**config.mk**
```make
export PLATFORM = sky130hd
export DESIGN_NAME = json_string_unescape_utf8
export DESIGN_NICKNAME = d
export VERILOG_FILES = /design/src/rtl/jsu_pkg.sv /design/src/rtl/json_string_unescape_utf8.sv /design/src/rtl/jsu_front.sv /design/src/rtl/jsu_queue.sv /design/src/rtl/jsu_back.sv
export VERILOG_INCLUDE_DIRS = /design/src /design/src/rtl
export SDC_FILE = /design/constraint.sdc
export NUM_CORES = 1
export LEC_CHECK = 0
export BUFFER_PORTS_ARGS = -buffer_cell sky130_fd_sc_hd__buf_4
export CORE_AREA = 3 3 140 142
export CTS_CLUSTER_SIZE = 16
export DETAILED_ROUTE_END_ITERATION = 12
export DIE_AREA = 0 0 143 145
export GPL_TIMING_DRIVEN = 0
export PLACE_DENSITY = 0.83
export SYNTH_ARGS = -nofsm -noshare
export SYNTH_HDL_FRONTEND = slang
export SYNTH_SLANG_ARGS = --single-unit
```
**constraint.sdc**
```tcl
create_clock -name aclk -period 14.3 [get_ports aclk]
set_input_delay 4.29 -clock aclk [delete_from_list [all_inputs] [get_ports aclk]]
set_output_delay 4.29 -clock aclk [all_outputs]
set_load 0.03 [all_outputs]
```
**src/rtl/json_string_unescape_utf8_assert.svh**
```systemverilog
// Assertion macros for the JSON string decoder.
// Every macro samples on aclk and is disabled while aresetn is low.
`ifndef JSON_STRING_UNESCAPE_UTF8_ASSERT_SVH
`define JSON_STRING_UNESCAPE_UTF8_ASSERT_SVH

// Same-cycle implication.
`define JSU_ASSERT_IMPLY(lbl, ante, cons, msg) \
    lbl: assert property (@(posedge aclk) disable iff (!aresetn) (ante) |-> (cons)) \
        else $error(msg);

// Next-cycle implication.
`define JSU_ASSERT_NEXT(lbl, ante, cons, msg) \
    lbl: assert property (@(posedge aclk) disable iff (!aresetn) (ante) |=> (cons)) \
        else $error(msg);

`endif

```
**src/rtl/jsu_pkg.sv**
```systemverilog
`default_nettype none

package jsu_pkg;

    // Depth of the job queue between front and back.
    localparam int QUEUE_DEPTH_DEFAULT = 4;

    // Most results one input item can cause.
    localparam int NUM_RES = 4;

    localparam logic [1:0] FUNC_START = 2'd0;
    localparam logic [1:0] FUNC_DATA  = 2'd1;
    localparam logic [1:0] FUNC_END   = 2'd2;

    localparam logic [1:0] KIND_BYTE  = 2'd0;
    localparam logic [1:0] KIND_QUOTE = 2'd1;
    localparam logic [1:0] KIND_ERROR = 2'd2;

    localparam logic [2:0] ERR_NONE      = 3'd0;
    localparam logic [2:0] ERR_BAD_HEX   = 3'd1;
    localparam logic [2:0] ERR_BAD_LOW   = 3'd2;
    localparam logic [2:0] ERR_BAD_ESC   = 3'd3;
    localparam logic [2:0] ERR_CTRL      = 3'd4;
    localparam logic [2:0] ERR_UNTERM    = 3'd5;

    typedef struct packed {
        logic [1:0] func;
        logic [7:0] in_byte;
    } in_item_t;

    typedef struct packed {
        logic [1:0] kind;
        logic [7:0] out_byte;
        logic [2:0] error_code;
        logic       last;
    } out_item_t;

    // One result without its last flag.
    typedef struct packed {
        logic [1:0] kind;
        logic [7:0] out_byte;
        logic [2:0] error_code;
    } res_t;

    // All results of one input item; n counts 1 to NUM_RES.
    typedef struct packed {
        logic [2:0]         n;
        res_t [NUM_RES-1:0] res;
    } job_t;

    typedef struct packed {
        logic full;
        logic empty;
    } q_stat_t;

endpackage

`default_nettype wire

```
**src/rtl/json_string_unescape_utf8.sv**
```systemverilog
// An item's job is registered in the job queue, then each result in the output register.
// Throughput: one item per cycle at s_ while s_ready is high; m_ gives one result per cycle
// while m_ready allows. An item with k results (up to 4: UTF-8 bytes, U+FFFD plus one more)
// holds the back; the queue (QUEUE_DEPTH jobs) absorbs bursts, s_ready drops only when full.
// Reset: aresetn is synchronous, active low; it closes any open string and empties
// the queue and output register. No clearing pass follows.
`default_nettype none

module json_string_unescape_utf8 #(
    parameter int QUEUE_DEPTH = jsu_pkg::QUEUE_DEPTH_DEFAULT
) (
    input  wire logic               aclk,
    input  wire logic               aresetn,
    input  wire logic               s_valid,
    output logic                    s_ready,
    input  wire jsu_pkg::in_item_t  s_item,
    output logic                    m_valid,
    input  wire logic               m_ready,
    output jsu_pkg::out_item_t      m_item
);

    // Front: decoder FSM, turns each accepted item into at most one job of results.
    // Queue: holds jobs so the front keeps accepting while the back drains a burst.
    // Back: walks the head job one result per cycle, unless stalled, to the output register.

    jsu_pkg::q_stat_t q_stat;
    jsu_pkg::job_t    push_job;
    jsu_pkg::job_t    head_job;
    logic             push;
    logic             pop;

    jsu_front u_front (
        .aclk    (aclk),
        .aresetn (aresetn),
        .s_valid (s_valid),
        .s_ready (s_ready),
        .s_item  (s_item),
        .q_stat  (q_stat),
        .push    (push),
        .job     (push_job)
    );

    jsu_queue #(
        .DEPTH (QUEUE_DEPTH)
    ) u_queue (
        .aclk     (aclk),
        .aresetn  (aresetn),
        .push     (push),
        .push_job (push_job),
        .pop      (pop),
        .head_job (head_job),
        .q_stat   (q_stat)
    );

    jsu_back u_back (
        .aclk     (aclk),
        .aresetn  (aresetn),
        .head_job (head_job),
        .q_stat   (q_stat),
        .pop      (pop),
        .m_valid  (m_valid),
        .m_ready  (m_ready),
        .m_item   (m_item)
    );

`include "json_string_unescape_utf8_assert.svh"

    // A quote or error result always closes its item's burst.
    `JSU_ASSERT_IMPLY(a_final_last, m_valid && (m_item.kind != jsu_pkg::KIND_BYTE), m_item.last, "quote or error result not marked last")

    // Only byte results carry a byte.
    `JSU_ASSERT_IMPLY(a_byte_zero, m_valid && (m_item.kind != jsu_pkg::KIND_BYTE), m_item.out_byte == 8'h00, "non-byte result with nonzero byte")

    // Only error results carry a code.
    `JSU_ASSERT_IMPLY(a_err_zero, m_valid && (m_item.kind != jsu_pkg::KIND_ERROR), m_item.error_code == jsu_pkg::ERR_NONE, "error code on a non-error result")

    // With nothing queued, a taken result leaves the output empty.
    `JSU_ASSERT_NEXT(a_drain, q_stat.empty && m_ready, !m_valid, "result invented from an empty queue")

endmodule

`default_nettype wire

```
**src/rtl/jsu_front.sv**
```systemverilog
`default_nettype none

module jsu_front (
    input  wire logic              aclk,
    input  wire logic              aresetn,
    input  wire logic              s_valid,
    output logic                   s_ready,
    input  wire jsu_pkg::in_item_t s_item,
    input  wire jsu_pkg::q_stat_t  q_stat,
    output logic                   push,
    output jsu_pkg::job_t          job
);

    localparam logic [2:0] MODE_IDLE    = 3'd0;
    localparam logic [2:0] MODE_BODY    = 3'd1;
    localparam logic [2:0] MODE_ESC     = 3'd2;
    localparam logic [2:0] MODE_HEX1    = 3'd3;
    localparam logic [2:0] MODE_AH      = 3'd4;
    localparam logic [2:0] MODE_AH_BS   = 3'd5;
    localparam logic [2:0] MODE_HEX2    = 3'd6;

    localparam logic [7:0] CH_QUOTE  = 8'h22;
    localparam logic [7:0] CH_BSLASH = 8'h5C;
    localparam logic [7:0] CH_SLASH  = 8'h2F;
    localparam logic [7:0] CH_B      = 8'h62;
    localparam logic [7:0] CH_F      = 8'h66;
    localparam logic [7:0] CH_N      = 8'h6E;
    localparam logic [7:0] CH_R      = 8'h72;
    localparam logic [7:0] CH_T      = 8'h74;
    localparam logic [7:0] CH_U      = 8'h75;
    localparam logic [7:0] CH_SPACE  = 8'h20;

    localparam logic [20:0] CP_FFFD = 21'h00FFFD;

    typedef struct packed {
        logic [2:0]      n;
        logic [3:0][7:0] b;
    } utf8_t;

    // Hex digit value, with bit 4 set when the byte is a hex digit.
    function automatic logic [4:0] hex_digit(input logic [7:0] b);
        logic [7:0] d;
        logic [4:0] r;
        d = 8'h00;
        r = 5'h00;
        if (b >= 8'h30 && b <= 8'h39) begin
            d = b - 8'h30;
            r = {1'b1, d[3:0]};
        end else if (b >= 8'h61 && b <= 8'h66) begin
            d = b - 8'h57;
            r = {1'b1, d[3:0]};
        end else if (b >= 8'h41 && b <= 8'h46) begin
            d = b - 8'h37;
            r = {1'b1, d[3:0]};
        end
        return r;
    endfunction

    function automatic utf8_t utf8_enc(input logic [20:0] cp);
        utf8_t u;
        u = '0;
        if (cp < 21'h80) begin
            u.n    = 3'd1;
            u.b[0] = cp[7:0];
        end else if (cp < 21'h800) begin
            u.n    = 3'd2;
            u.b[0] = {3'b110, cp[10:6]};
            u.b[1] = {2'b10, cp[5:0]};
        end else if (cp < 21'h10000) begin
            u.n    = 3'd3;
            u.b[0] = {4'b1110, cp[15:12]};
            u.b[1] = {2'b10, cp[11:6]};
            u.b[2] = {2'b10, cp[5:0]};
        end else begin
            u.n    = 3'd4;
            u.b[0] = {5'b11110, cp[20:18]};
            u.b[1] = {2'b10, cp[17:12]};
            u.b[2] = {2'b10, cp[11:6]};
            u.b[3] = {2'b10, cp[5:0]};
        end
        return u;
    endfunction

    function automatic jsu_pkg::res_t mk_byte(input logic [7:0] b);
        return jsu_pkg::res_t'{jsu_pkg::KIND_BYTE, b, jsu_pkg::ERR_NONE};
    endfunction

    function automatic jsu_pkg::res_t mk_err(input logic [2:0] e);
        return jsu_pkg::res_t'{jsu_pkg::KIND_ERROR, 8'h00, e};
    endfunction

    logic [2:0]  mode_reg, mode_next;
    logic [15:0] acc_reg, acc_next;
    logic [1:0]  cnt_reg, cnt_next;
    logic [9:0]  high_reg, high_next;

    logic        accept;
    logic [7:0]  b;
    logic [4:0]  hex;
    logic [15:0] acc_shift;

    jsu_pkg::res_t body_res, esc_res, single;
    logic          body_v, esc_v, esc_u, single_v;
    logic [2:0]    body_mode, esc_mode;

    logic          fffd, use_utf8;
    logic [20:0]   cp;
    utf8_t         enc;

    assign s_ready   = !q_stat.full;
    assign accept    = s_valid && s_ready;
    assign b         = s_item.in_byte;
    assign hex       = hex_digit(b);
    assign acc_shift = {acc_reg[11:0], hex[3:0]};

    // Plain string byte.
    always_comb begin
        body_res  = mk_byte(b);
        body_v    = 1'b1;
        body_mode = MODE_BODY;
        if (b == CH_QUOTE) begin
            body_res  = jsu_pkg::res_t'{jsu_pkg::KIND_QUOTE, 8'h00, jsu_pkg::ERR_NONE};
            body_mode = MODE_IDLE;
        end else if (b == CH_BSLASH) begin
            body_v    = 1'b0;
            body_mode = MODE_ESC;
        end else if (b < CH_SPACE) begin
            body_res  = mk_err(jsu_pkg::ERR_CTRL);
            body_mode = MODE_IDLE;
        end
    end

    // Letter after a backslash.
    always_comb begin
        esc_res  = mk_byte(b);
        esc_v    = 1'b1;
        esc_u    = 1'b0;
        esc_mode = MODE_BODY;
        case (b)
            CH_QUOTE, CH_BSLASH, CH_SLASH: esc_res = mk_byte(b);
            CH_B: esc_res = mk_byte(8'h08);
            CH_F: esc_res = mk_byte(8'h0C);
            CH_N: esc_res = mk_byte(8'h0A);
            CH_R: esc_res = mk_byte(8'h0D);
            CH_T: esc_res = mk_byte(8'h09);
            CH_U: begin
                esc_v    = 1'b0;
                esc_u    = 1'b1;
                esc_mode = MODE_HEX1;
            end
            default: begin
                esc_res  = mk_err(jsu_pkg::ERR_BAD_ESC);
                esc_mode = MODE_IDLE;
            end
        endcase
    end

    always_comb begin
        mode_next = mode_reg;
        acc_next  = acc_reg;
        cnt_next  = cnt_reg;
        high_next = high_reg;
        fffd      = 1'b0;
        use_utf8  = 1'b0;
        cp        = '0;
        single    = mk_byte(8'h00);
        single_v  = 1'b0;
        if (accept) begin
            case (s_item.func)
                jsu_pkg::FUNC_START: begin
                    mode_next = MODE_BODY;
                    acc_next  = '0;
                    cnt_next  = '0;
                    high_next = '0;
                end
                jsu_pkg::FUNC_DATA: begin
                    case (mode_reg)
                        MODE_BODY: begin
                            single    = body_res;
                            single_v  = body_v;
                            mode_next = body_mode;
                        end
                        MODE_ESC: begin
                            single    = esc_res;
                            single_v  = esc_v;
                            mode_next = esc_mode;
                            if (esc_u) begin
                                acc_next = '0;
                                cnt_next = '0;
                            end
                        end
                        MODE_HEX1: begin
                            if (!hex[4]) begin
                                single    = mk_err(jsu_pkg::ERR_BAD_HEX);
                                single_v  = 1'b1;
                                mode_next = MODE_IDLE;
                            end else begin
                                acc_next = acc_shift;
                                cnt_next = cnt_reg + 2'd1;
                                if (cnt_reg == 2'd3) begin
                                    if (acc_shift >= 16'hD800 && acc_shift <= 16'hDBFF) begin
                                        // Low ten bits equal the offset from 0xD800.
                                        high_next = acc_shift[9:0];
                                        mode_next = MODE_AH;
                                    end else begin
                                        use_utf8  = 1'b1;
                                        cp        = {5'b00000, acc_shift};
                                        mode_next = MODE_BODY;
                                    end
                                end
                            end
                        end
                        MODE_AH: begin
                            if (b == CH_BSLASH) begin
                                mode_next = MODE_AH_BS;
                            end else begin
                                fffd      = 1'b1;
                                single    = body_res;
                                single_v  = body_v;
                                mode_next = body_mode;
                            end
                        end
                        MODE_AH_BS: begin
                            if (b == CH_U) begin
                                mode_next = MODE_HEX2;
                                acc_next  = '0;
                                cnt_next  = '0;
                            end else begin
                                fffd      = 1'b1;
                                single    = esc_res;
                                single_v  = esc_v;
                                mode_next = esc_mode;
                            end
                        end
                        MODE_HEX2: begin
                            if (!hex[4]) begin
                                single    = mk_err(jsu_pkg::ERR_BAD_LOW);
                                single_v  = 1'b1;
                                mode_next = MODE_IDLE;
                            end else begin
                                acc_next = acc_shift;
                                cnt_next = cnt_reg + 2'd1;
                                if (cnt_reg == 2'd3) begin
                                    use_utf8  = 1'b1;
                                    mode_next = MODE_BODY;
                                    if (acc_shift >= 16'hDC00 && acc_shift <= 16'hDFFF) begin
                                        cp = 21'h010000 + {1'b0, high_reg, acc_shift[9:0]};
                                    end else begin
                                        cp = CP_FFFD;
                                    end
                                end
                            end
                        end
                        default: begin
                        end
                    endcase
                end
                jsu_pkg::FUNC_END: begin
                    mode_next = MODE_IDLE;
                    case (mode_reg)
                        MODE_BODY, MODE_ESC: begin
                            single   = mk_err(jsu_pkg::ERR_UNTERM);
                            single_v = 1'b1;
                        end
                        MODE_HEX1: begin
                            single   = mk_err(jsu_pkg::ERR_BAD_HEX);
                            single_v = 1'b1;
                        end
                        MODE_AH, MODE_AH_BS: begin
                            fffd     = 1'b1;
                            single   = mk_err(jsu_pkg::ERR_UNTERM);
                            single_v = 1'b1;
                        end
                        MODE_HEX2: begin
                            single   = mk_err(jsu_pkg::ERR_BAD_LOW);
                            single_v = 1'b1;
                        end
                        default: begin
                        end
                    endcase
                end
                default: begin
                end
            endcase
        end
    end

    assign enc = utf8_enc(cp);

    // Pack the results: an encoded code point, or an optional U+FFFD then at most one result.
    always_comb begin
        job.n   = '0;
        job.res = '0;
        if (use_utf8) begin
            job.n = enc.n;
            for (int i = 0; i < jsu_pkg::NUM_RES; i++) begin
                job.res[i] = mk_byte(enc.b[i]);
            end
        end else if (fffd) begin
            job.n      = 3'd3 + {2'b00, single_v};
            job.res[0] = mk_byte(8'hEF);
            job.res[1] = mk_byte(8'hBF);
            job.res[2] = mk_byte(8'hBD);
            job.res[3] = single;
        end else begin
            job.n      = {2'b00, single_v};
            job.res[0] = single;
        end
    end

    assign push = accept && (job.n != 3'd0);

    always_ff @(posedge aclk) begin
        if (!aresetn) begin
            mode_reg <= MODE_IDLE;
            acc_reg  <= '0;
            cnt_reg  <= '0;
            high_reg <= '0;
        end else begin
            mode_reg <= mode_next;
            acc_reg  <= acc_next;
            cnt_reg  <= cnt_next;
            high_reg <= high_next;
        end
    end

endmodule

`default_nettype wire

```
**src/rtl/jsu_queue.sv**
```systemverilog
`default_nettype none

module jsu_queue #(
    parameter int DEPTH = jsu_pkg::QUEUE_DEPTH_DEFAULT
) (
    input  wire logic             aclk,
    input  wire logic             aresetn,
    input  wire logic             push,
    input  wire jsu_pkg::job_t    push_job,
    input  wire logic             pop,
    output jsu_pkg::job_t         head_job,
    output jsu_pkg::q_stat_t      q_stat
);

    localparam int PTR_W = $clog2(DEPTH);
    localparam int CNT_W = $clog2(DEPTH + 1);

    jsu_pkg::job_t mem_reg [DEPTH];

    logic [PTR_W-1:0] wr_ptr_reg, wr_ptr_next;
    logic [PTR_W-1:0] rd_ptr_reg, rd_ptr_next;
    logic [CNT_W-1:0] count_reg, count_next;
    logic             do_push, do_pop;

    assign q_stat.full  = (count_reg == CNT_W'(DEPTH));
    assign q_stat.empty = (count_reg == '0);
    assign do_push      = push && !q_stat.full;
    assign do_pop       = pop && !q_stat.empty;
    assign head_job     = mem_reg[rd_ptr_reg];

    always_comb begin
        wr_ptr_next = wr_ptr_reg;
        rd_ptr_next = rd_ptr_reg;
        count_next  = count_reg;
        if (do_push) begin
            wr_ptr_next = (wr_ptr_reg == PTR_W'(DEPTH - 1)) ? '0 : wr_ptr_reg + PTR_W'(1);
        end
        if (do_pop) begin
            rd_ptr_next = (rd_ptr_reg == PTR_W'(DEPTH - 1)) ? '0 : rd_ptr_reg + PTR_W'(1);
        end
        if (do_push && !do_pop) begin
            count_next = count_reg + CNT_W'(1);
        end else if (do_pop && !do_push) begin
            count_next = count_reg - CNT_W'(1);
        end
    end

    always_ff @(posedge aclk) begin
        if (do_push) begin
            mem_reg[wr_ptr_reg] <= push_job;
        end
    end

    always_ff @(posedge aclk) begin
        if (!aresetn) begin
            wr_ptr_reg <= '0;
            rd_ptr_reg <= '0;
            count_reg  <= '0;
        end else begin
            wr_ptr_reg <= wr_ptr_next;
            rd_ptr_reg <= rd_ptr_next;
            count_reg  <= count_next;
        end
    end

endmodule

`default_nettype wire

```
**src/rtl/jsu_back.sv**
```systemverilog
`default_nettype none

module jsu_back (
    input  wire logic              aclk,
    input  wire logic              aresetn,
    input  wire jsu_pkg::job_t     head_job,
    input  wire jsu_pkg::q_stat_t  q_stat,
    output logic                   pop,
    output logic                   m_valid,
    input  wire logic              m_ready,
    output jsu_pkg::out_item_t     m_item
);

    logic [1:0]         idx_reg, idx_next;
    logic               m_valid_reg, m_valid_next;
    jsu_pkg::out_item_t m_item_reg, m_item_next;
    logic               load, is_last;
    jsu_pkg::res_t      cur;

    assign load    = !q_stat.empty && (!m_valid_reg || m_ready);
    assign cur     = head_job.res[idx_reg];
    assign is_last = ({1'b0, idx_reg} == (head_job.n - 3'd1));
    assign pop     = load && is_last;

    always_comb begin
        idx_next     = idx_reg;
        m_item_next  = m_item_reg;
        m_valid_next = m_valid_reg && !m_ready;
        if (load) begin
            m_valid_next = 1'b1;
            m_item_next  = jsu_pkg::out_item_t'{cur.kind, cur.out_byte, cur.error_code, is_last};
            // Advance within the job; drop back to the first result once it is done.
            idx_next     = is_last ? 2'd0 : idx_reg + 2'd1;
        end
    end

    always_ff @(posedge aclk) begin
        m_item_reg <= m_item_next;
    end

    always_ff @(posedge aclk) begin
        if (!aresetn) begin
            idx_reg     <= '0;
            m_valid_reg <= 1'b0;
        end else begin
            idx_reg     <= idx_next;
            m_valid_reg <= m_valid_next;
        end
    end

    assign m_valid = m_valid_reg;
    assign m_item  = m_item_reg;

endmodule

`default_nettype wire
```
==> flow_summary.json <==
{
  "cp.required_ns": 14.72,
  "run_status": "finished clean",
  "top_usage_layer": "met2",
  "grt.met1_usage_pct": 37.3,
  "post_cts_hold_buffer_count": 0,
  "comb_power_share_pct": 3.1,
  "final-seq-area_um2": 6370,
  "power.share.switching_pct": 19.5,
  "synthesis.area_per_instance_um2": 13.4,
  "grt_remaining_overflow": 0,
  "final.period_utilization_pct": 56.8,
  "timing.critical_path.from_type": "input port",
  "slew-limit-headroom_pct": 32.6,
  "viasPerCell": 6.59,
  "clkTransAtPathRegs_ns": 0.06,
  "finClkSkew_ns": 0.00958,
  "setup.worst_path.end_class": "flop",
  "drcViolationCount": 0,
  "placementRows": 50,
  "synth_largest_area_cell": "edfxtp_1",
  "wl_per_cell_um": 24.2,
  "intPower_w": 0.00111,
  "synth_warnings": 0,
  "final_nets": 915,
  "synth_top_cells_by_area": "edfxtp_1 51%, mux4_2 10%, dfxtp_1 7.1%, nand2_1 2.2%, ha_1 2.2%",
  "crit_slowest_cell": "fa_1",
  "cts_made_buffers": 23,
  "layout.cell_area.non_filler_um2": 12400,
  "die_width_um": 143,
  "routed-via-count": 7452,
  "clockBufferDepth": 3,
  "num_antenna_cells": 0,
  "netlist_area_um2": 11000,
  "floorplan.core_area_um2": 18600,
  "postPlaceCellArea_um2": 11600,
  "die_area_um2": 20700,
  "irDropWorstVdd_uv": 137,
  "drt-initial-drc-count": 655,
  "die_h_um": 145,
  "synth.top_cells.by_count": "186 x edfxtp_1, 65 x nand2_1, 55 x nor2_1, 50 x mux4_2, 39 x dfxtp_1",
  "grt_pass1_wl_um": 42600,
  "htreeDepth": 1,
  "cts_tree": "yes",
  "ys_seq_area_share_pct": 57.9,
  "crit_path_cell_trace": "buf_4, inv_1, ha_1, nand3b_1, or2_2, clkbuf_1, o211a_1, o21a_1, nand3_1, inv_2, ha_1, a31oi_2, ha_1, inv_1, fa_1, xor2_1, or3_1, a21boi_0",
  "pwr_density_cell_nw_per_um2": 111,
  "critical_path.max_fanout": 10,
  "timing.final.setup_violations": 0,
  "dpl.cell_count": 1090,
  "clk_latency_ns": 0.50,
  "port_buffers": 28,
  "num_io_pins": 30,
  "timing.max_cap.violations": 0,
  "register_bit_count_reported_by_yosys": 225,
  "wl_um": 27300,
  "synthMostInstantiatedCell": "edfxtp_1",
  "timing.fmax_mhz": 123,
  "p_leak_nw": 4.26,
  "finalSetupTns_ns": 0,
  "post-dp-hpwl_um": 18500,
  "grt_antenna_before_repair": 0,
  "post_cts_setup_buffer_count": 0,
  "rsz0062_at_grt": "no",
  "flow.area_growth_from_synthesis_pct": 12.7,
  "clockPowerShare_pct": 46.0,
  "synth_cells": 823,
  "firstDrtPassIters": 5,
  "worst_path_dominant_cell_family": "adder cells",
  "hold_class": "reg2reg",
  "use_met3_pct": 3.53,
  "crit_buf_inv": 5,
  "met2_usage_pct": 42.9,
  "timing.final.hold_violations": 0,
  "area_share_of_the_largest_cell_type_after_synthesis_pct": 50.8,
  "max_stage_delay_ns": 0.43,
  "arrival_ns": 8.54,
  "synthArstFlopShare_pct": 0,
  "n_fill_cell": 1317,
  "synth_enable_flop_cells": 186,
  "first_global_vias": 7209,
  "crit_top_cell": "ha_1",
  "clkSinkCount": 225,
  "final_layout_size_suffix_gt1_share_pct": 17.9,
  "multi_input_area_um2": 4380,
  "gp_congestion": 0.946,
  "synth.distinct_cells": 87,
  "ctsRootBufferMaster": "clkbuf_16",
  "post_layout_nonfiller_instances": 1131,
  "largest_register_ffs": 172,
  "mappedNetlistNets": 857,
  "drtAntennaViolNets": 0,
  "maxSlewViolCount": 0,
  "synth_top_flop_cell": "edfxtp_1",
  "grt_usage_pct": 26.5,
  "cts_repair_resize_count": 0,
  "seq_power_share_pct": 51.0,
  "power.switching_w": 0.000268,
  "time_the_final_worst_path_needs_with_i_o_delays_and_setup_ns": 8.12,
  "floorplan.initialDensity_pct": 59.2,
  "tightestPinTransition_ns": 1.01,
  "grt_start_max_net_pins": 35,
  "timing_worst_setup_path_type": "in2reg"
}
==> cell type report <==
type                       instances  area share (%)
sequential                       225            51.4
buffer                            48            1.68
inverter                          14           0.424
multi-input combinational        536            35.3
clock inverter                    10            1.43
clock buffer                      31            4.97
tap                              234            2.36
timing repair buffer              33            2.46
==> power by group through the flow <==
stage	registers (W)	logic, W	clock network [W]
floorplan	0.000716	0.0000259	0
global placement	0.000715	0.0000406	0
detailed placement	0.000715	0.0000411	0
CTS	0.000701	0.0000414	0.000641
global route	0.000701	0.0000458	0.000662
finish	0.000701	0.0000422	0.000632
==> worst paths after layout <==
path	from	endpoint	slack [ns]	cells past startpoint
max	s_item[0]	u_queue.count_reg[2]$_SDFFE_PN0P_	6.18	18
min	u_front.high_reg[3]$_SDFFE_PN0P_	u_front.high_reg[3]$_SDFFE_PN0P_	0.47	2
max reg2reg	flop	u_queue.count_reg[2]$_SDFFE_PN0P_	9.49	15
min reg2reg	u_front.high_reg[3]$_SDFFE_PN0P_	u_front.high_reg[3]$_SDFFE_PN0P_	0.47	2
==> cells in the final DEF, fill, tap and decap left out, types with 6 or more instances in the layout <==
cell type / count
o21a_1: 10
a21o_1: 6
clkbuf_1: 37
a22o_1: 9
nand2_1: 65
nor2_1: 55
dfxtp_1: 39
nand2b_1: 16
o211ai_1: 8
or3_1: 10
and3b_1: 6
a21oi_1: 21
nor2b_1: 18
inv_1: 12
nand3_1: 31
clkbuf_16: 23
and2_1: 12
nor3_1: 10
a21boi_1: 11
buf_4: 30
ha_1: 19
mux2i_1: 14
o31ai_1: 6
xnor2_1: 6
o21ai_0: 28
mux4_2: 50
buf_2: 10
edfxtp_1: 186
a21boi_0: 6
==> worst register-to-register path, delay by kind of cell (launching register included) <==
family	cells	cell delay, ns
multiplexers	1	0.57
AO/OA/AOI/OAI	1	0.16
buffers and inverters	5	1.64
flip-flops	1	0.31
XOR/XNOR	2	0.20
adder cells (fa/ha/maj)	3	0.74
AND/OR/NAND/NOR	3	1.11
==> metal layers <==
metal	vias to the layer above	wire (um)
li1	3315	-
met1	3704	11000
met2	365	13300
met3	68	2060
met4	0	974
met5	-	0
==> kinds of logic after synthesis <==
family          count (synthesis)  share of synthesized area, %
buf+inv                        62                          2.37
compound gates                173                          12.0
mux                            64                          11.5
flops                         225                          57.9
xor+xnor                       11                         0.876
simple gates                  268                          13.0
fa+ha+maj                      20                          2.34
==> per-stage QoR <==
stage | worst slack [ns] | utilization, % | hold slack (ns) | power [W]
after floorplan | 6.31 | - | 0.426 | 0.000742
after global placement | 5.01 | 61.9 | 0.438 | 0.000756
after detailed placement | 5.72 | 62.4 | 0.451 | 0.000756
after CTS | 6.25 | 66.7 | 0.459 | 0.00138
after global routing | 5.84 | 66.7 | 0.484 | 0.00141
final | 6.18 | 66.7 | 0.466 | 0.00138
No activity file was read; power rests on OpenSTA's default activity.
